[src/rtl/trt3d_pkg.sv]
`timescale 1ns / 1ps
// ----------------------------------------------------------------------------
// trt3d_pkg
// Shared types and constants of the 3d turtle interpreter: fixed-point
// formats, pose layout, command symbols, status codes and transaction payloads.
// ----------------------------------------------------------------------------
package trt3d_pkg;

  localparam int STACK_DEPTH = 16;
  localparam int STACK_CNT_W = $clog2(STACK_DEPTH + 1);
  localparam int STACK_IDX_W = (STACK_DEPTH > 1) ? $clog2(STACK_DEPTH) : 1;

  localparam int CFG_DATA_W  = 16;
  localparam int CFG_INDEX_W = 1;

  localparam logic [CFG_INDEX_W-1:0] CFG_COS_ANGLE = 1'b0;
  localparam logic [CFG_INDEX_W-1:0] CFG_SIN_ANGLE = 1'b1;

  typedef logic signed [15:0] q14_t;
  typedef logic signed [31:0] q16_t;
  typedef q14_t [2:0] vec14_t;
  typedef q16_t [2:0] vec16_t;

  localparam q14_t Q14_ONE  = 16'sd16384;
  localparam q14_t Q14_MAX  = 16'sh7fff;
  localparam q14_t Q14_MIN  = 16'sh8000;
  localparam q16_t Q16_MAX  = 32'sh7fffffff;
  localparam q16_t Q16_MIN  = 32'sh80000000;

  typedef struct packed {
    vec16_t pos;
    vec14_t h;
    vec14_t l;
    vec14_t u;
  } pose_t;

  // command characters
  localparam logic [7:0] SYM_YAW_POS   = 8'h2b; // '+'
  localparam logic [7:0] SYM_YAW_NEG   = 8'h2d; // '-'
  localparam logic [7:0] SYM_PITCH_POS = 8'h5e; // '^'
  localparam logic [7:0] SYM_PITCH_NEG = 8'h26; // '&'
  localparam logic [7:0] SYM_ROLL_POS  = 8'h5c; // backslash
  localparam logic [7:0] SYM_ROLL_NEG  = 8'h2f; // '/'
  localparam logic [7:0] SYM_REVERSE   = 8'h7c; // '|'
  localparam logic [7:0] SYM_PUSH      = 8'h28; // '('
  localparam logic [7:0] SYM_POP       = 8'h29; // ')'

  localparam logic [1:0] ST_SEGMENT   = 2'd0;
  localparam logic [1:0] ST_OVERFLOW  = 2'd1;
  localparam logic [1:0] ST_UNDERFLOW = 2'd2;

  typedef struct packed {
    logic [7:0] symbol;
    logic       in_alphabet;
    logic       draws;
    logic       end_of_string;
  } in_item_t;

  typedef struct packed {
    logic [1:0] status;
    q16_t       start_x;
    q16_t       start_y;
    q16_t       start_z;
    q16_t       end_x;
    q16_t       end_y;
    q16_t       end_z;
  } out_item_t;

  typedef struct packed {
    logic push;
    logic pop;
    logic clear;
  } stack_cmd_t;

  typedef struct packed {
    logic full;
    logic empty;
  } stack_status_t;

endpackage

[src/rtl/trt3d_pose_stack.sv]
`timescale 1ns / 1ps
// ----------------------------------------------------------------------------
// trt3d_pose_stack
// Bounded push/pop store of saved poses with a fill count; the top entry is
// presented for a pop, full and empty flags guard overflow and underflow.
// ----------------------------------------------------------------------------
module trt3d_pose_stack import trt3d_pkg::*; (
  input  logic          clk,
  input  logic          rst,
  input  stack_cmd_t    cmd,
  input  pose_t         push_pose,
  output pose_t         top_pose,
  output stack_status_t status
);

  pose_t                  entries [STACK_DEPTH];
  logic [STACK_CNT_W-1:0] count;
  logic [STACK_CNT_W-1:0] count_next;
  logic [STACK_CNT_W-1:0] top_ptr;

  assign top_ptr      = count - 1'b1;
  assign top_pose     = entries[top_ptr[STACK_IDX_W-1:0]];
  assign status.full  = (count == STACK_CNT_W'(STACK_DEPTH));
  assign status.empty = (count == '0);

  always_comb begin
    count_next = count;
    if (cmd.clear) begin
      count_next = '0;
    end else if (cmd.push) begin
      count_next = count + 1'b1;
    end else if (cmd.pop) begin
      count_next = count - 1'b1;
    end
  end

  always_ff @(posedge clk) begin
    if (rst) begin
      count <= '0;
    end else begin
      count <= count_next;
    end
  end

  // entries hold no reset value; only entries below the count are used
  always_ff @(posedge clk) begin
    if (cmd.push) begin
      entries[count[STACK_IDX_W-1:0]] <= push_pose;
    end
  end

endmodule
[config.mk]
export PLATFORM = sky130hd
export DESIGN_NAME = trt3d_pose_stack
export DESIGN_NICKNAME = d
export VERILOG_FILES = /design/src/rtl/trt3d_pkg.sv /design/src/rtl/trt3d_pose_stack.sv
export SDC_FILE = /design/constraint.sdc
export NUM_CORES = 2
export LEC_CHECK = 0
export BUFFER_PORTS_ARGS = -buffer_cell sky130_fd_sc_hd__buf_2
export CAP_MARGIN = 20
export CORE_MARGIN = 3
export CORE_UTILIZATION = 50
export CTS_CLUSTER_DIAMETER = 150
export DETAILED_ROUTE_END_ITERATION = 12
export PLACE_DENSITY = 0.66
export SKIP_LAST_GASP = 1
export SLEW_MARGIN = 20
export SYNTH_ARGS = -nofsm -noshare
export SYNTH_HDL_FRONTEND = slang
export SYNTH_SLANG_ARGS = --single-unit
[constraint.sdc]
create_clock -name clk -period 35.6 [get_ports clk]
set_input_delay 3.56 -clock clk [delete_from_list [all_inputs] [get_ports clk]]
set_output_delay 3.56 -clock clk [all_outputs]
set_load 0.1 [all_outputs]
==> After elaboration in Yosys (flattened, before gate mapping) <==
Memories as Yosys holds them, arrays and structs flattened.
Index checks and enable logic that the tools add are counted.
{ "word_totals": {"ramBits": 3840, "n_memories": 1, "regBits": 5, "input_bits": 245, "elab_cells": 12} }
{ "memory_table": {"columns": ["name", "words", "word_bits", "rd", "rd_clocked_by_memory_dff", "write_ports", "line", "rtl"], "rows": [
  ["entries", 16, 240, 1, 0, 1, "trt3d_pose_stack.sv:16", "pose_t entries [STACK_DEPTH];"]
]} }
{ "op_classes": {"n_reduce_logical": 3, "muxes": 4, "n_eq_ne": 1, "addsub": 2} }
{ "ops": {"columns": ["cell", "n"], "rows": [
  ["$mux 5", 2],
  ["$add 5x1->5 const B", 1],
  ["$eq 5x5->1 const B", 1],
  ["$logic_not 5->1", 1],
  ["$sub 5x1->5 const B", 1],
  ["$mux 1", 2],
  ["$reduce_bool 2->1", 1],
  ["$reduce_or 2->1", 1]
]} }

==> Logic depth before layout (Yosys ltp) <==
{ "logic_depth": {"word_depth": 3, "ltp_mapped": 13, "mapped_depth_nobuf": 6} }

==> Worst setup path before layout <==
Ideal clock, no wire load.
{ "synth_path": {"path_type": "in2reg", "startpoint": "in cmd[2] in the netlist's numbering", "endpoint": "mem entries[3][0] in the netlist's numbering (enable)", "cell_stages": 3, "slack_ns": 20.819, "path_buffers": 1, "arrival_time_ns": 13.937, "path_cell_list": "clkbuf_1 -> nand2_1 -> nor2_1"} }
{ "synth_via": {"elab_chain_len": 2} }
{ "synth_lines": {"columns": ["item", "line", "rtl"], "rows": [
  ["start: declaration", "trt3d_pose_stack.sv:10", "input stack_cmd_t cmd,"],
  ["$mux 1", "trt3d_pose_stack.sv:47", "if (cmd.push) begin"],
  ["$mux 1 (not written as such)", "trt3d_pose_stack.sv:48", "entries[count[STACK_IDX_W-1:0]] <= push_pose;"],
  ["end: declaration", "trt3d_pose_stack.sv:16", null]
]} }
Every way passes these cells.

==> metrics.md <==
| Metric | Value |
|---|---|
| Most used flip-flop cell after synthesis | `edfxtp_1` |
| Worst-Skew Late Latency | `930 ps` |
| WP data required | `32040 ps` |
| Post-DP HPWL | `167900 um` |
| Mux share of post-synthesis cell area | `18.28%` |
| Startpoint Class | `register` |
| First-pass GRT wire length | `477800 um` |
| DR WL/cell | `31.96 um` |
| Area added between synthesis and finish | `13.55%` |
| Synth unique cells | `33` |
| Cts bufs inserted | `390` |
| Drt initial violations | `7259` |
| Most frequent cells in the layout | `edfxtp_1, mux4_2, buf_2, clkbuf_16, buf_4` |
| Crit-path leading delay family | `buffers and inverters` |
| Yosys Warn Count | `0` |
| Initial core utilization | `50.46%` |
| Crit path time final | `11710 ps` |
| Number of post-CTS setup repair buffers | `0` |
| Area of the mapped netlist | `144500 um^2` |
| Clock transition at path regs | `60 ps` |
| CP Cell Sequence | `inv_2 > ha_4 > buf_4 > buf_4 > buf_4 > buf_4 > buf_4 > mux4_2 > mux4_2 > buf_2` |
| Utilization after layout | `57.29%` |
| GR Overflow Total | `0` |
| Clk buf depth | `4` |
| Core Rows | `196` |
| Final Hold Fails | `0` |
| Post-CTS sizing | `0` |
| Worst min-delay path class | `register to register` |
| Antenna-violating nets left | `0` |
| Fin crit share | `32.89%` |
| Storage cell area | `115400 um^2` |
| P_leak | `0.05101 uW` |
| Post-CTS Hold Buffers | `0` |
| DIE AREA | `295500 um^2` |
| Max Slew Vio Count | `0` |
| Slowest stage delay, CP | `940 ps` |
| Clk Tree Root Cell | `clkbuf_16` |
| Most common cell after layout, fill and taps aside | `edfxtp_1` |
| Drc violations | `0` |
| Vias per Instance | `6.215` |
| I/O Pins | `487` |
| Post-synthesis xor/xnor area fraction | `0.06666%` |
| Worst path bufs/invs | `7` |
| Setup Skew | `39.84 ps` |
| Share of cells above drive strength 1 | `35.28%` |
| Seq/Total Area, Yosys | `79.86%` |
| Filler instances | `20240` |
| Post-synthesis net count | `5768` |
| Core box area | `286400 um^2` |
| Largest net degree at the start of global routing | `168` |
| Via count | `64470` |
| WP data arrival | `8150 ps` |
| Die extent in x | `543.6 um` |
| Setup TNS | `0 ps` |
| Synth Area in Simple Gates | `0.2580%` |
| Tot GR Track Use | `22.46%` |
| Maximum vdd drop | `0.00006309 V` |
| Number of global-route vias before repair | `66770` |
| #FFs+latches synth | `3845` |
| Port bufs | `486` |
| Max_cap viols | `0` |
| Fmax | `85.41 MHz` |
| Compound-cell area share of the yosys netlist | `0.4164%` |
| Syn_area_per_cell | `26.19 um^2` |
| Critical path class | `register to primary output` |
| Number of enable flip-flop cells after synthesis | `3840` |
| Crit path top cell by count | `buf_4` |
| CP max FO | `76` |
| Final cell count without fillers | `10370` |
| Initial antenna violation count | `101` |
| Die height | `543.6 um` |
| Crit. End Element | `primary output` |
| Final WL | `331600 um` |
| Gpl congestion | `0.7410` |
| Rel. slew slack | `22.04%` |
| Multi-input logic area | `27730 um^2` |
| Main combinational cell family by area after synthesis | `multiplexers` |
| Cell Count Post-Placement | `9620` |
| Status | `finished, final reports clean` |
| Pin slew with the least headroom to its limit | `1169 ps` |
| NumNets Final | `6501` |
| Async S/R FF share, synth | `0%` |
| DR pass1 iterations | `5` |
| Sink Count | `3845` |
| TritonCTS clock tree | `yes` |
| DP Area | `151500 um^2` |
| Cell Pwr Density | `62.10 nW/um^2` |
| Post-synthesis adder-cell area fraction | `0.03463%` |
| H-tree levels | `5` |
| RSZ-0062 raised after global routing | `no` |
| Layout Cell Area excl Fill | `164100 um^2` |
| Syn Inst Count | `5519` |
| Setup Viol. Count Final | `0` |
| Pwr Total | `10190 uW` |
| CP max-delay cell | `buf_4` |
logic make-up (layout without fill, tap and decap cells):
logic type	count (synthesis)	in the layout
other cells	0	44
mux	1222	1222
xor+xnor	8	8
compound gates	69	69
fa+ha+maj	4	4
buf+inv	285	1334
flops	3845	3845
simple gates	86	86
through the flow:
stage	worst slack [ps]	hold WS (ps)
after floorplan	20820	526.8
after global placement	24800	546.2
after global routing	23480	604.7
final	23890	574.7
after detailed placement	24740	559.7
after CTS	23720	571.9
cell usage after synthesis, types with 3 or more instances:
library cell	n	area, um^2
mux4_2	1134	25540
a221o_1	22	220.2
clkbuf_4	7	52.55
edfxtp_1	3840	115300
mux2i_1	88	880.8
dfxtp_1	5	100.1
clkbuf_1	134	503.0
buf_6	34	382.9
xnor2_1	6	52.55
buf_1	5	18.77
o22ai_1	23	143.9
nand2b_1	3	18.77
nor3_1	5	25.02
nand2_1	50	187.7
buf_2	66	330.3
a32o_1	22	220.2
ha_1	4	50.05
buf_4	37	277.8
nor2_1	20	75.07
where the power goes:
part           switching [uW]  internal (uW)
Sequential               11.2           5030
Clock                    1700           2240
Combinational             883            320
Total                    2590           7600
routing by layer:
| metal | part of all wire (%) | track usage (%) | wire length [um] |
|---|---|---|---|
| met1 | 41 | 32.66 | 134500 |
| met2 | 48 | 35.14 | 160000 |
| met3 | 8.7 | 5.015 | 28850 |
| met4 | 2.4 | 5.453 | 7855 |
| met5 | 0.11 | 0 | 351 |
worst min-delay path, cell delays in order, from the launching register on:
cell and delay [ps]:
dfxtp_1 320, xnor2_1 160, nor3_1 50
registers in the layout (all words and copies together), names as in the netlist:
register / cells
entries: 3840
count: 5
path summary, 6_finish.rpt:
path                 start         endpoint  slack [ps]  cells past startpoint
setup / recovery  count[0]    top_pose[124]       23890                     10
hold / removal    count[4]         count[4]         570                      2
setup reg to reg  count[0]  entries[9][158]       28920                      8
hold reg to reg   count[4]         count[4]         570                      2
layout make-up:
cell class,count,share of cell area [%]
clock buffer,472,6.147
inverter,2,0.004575
sequential,3845,70.33
antenna,44,0.06709
tap,3762,2.868
timing repair buffer,624,2.270
multi-input combinational,1389,16.90
clock inverter,236,1.415
Power figures use the tool's default switching activity.
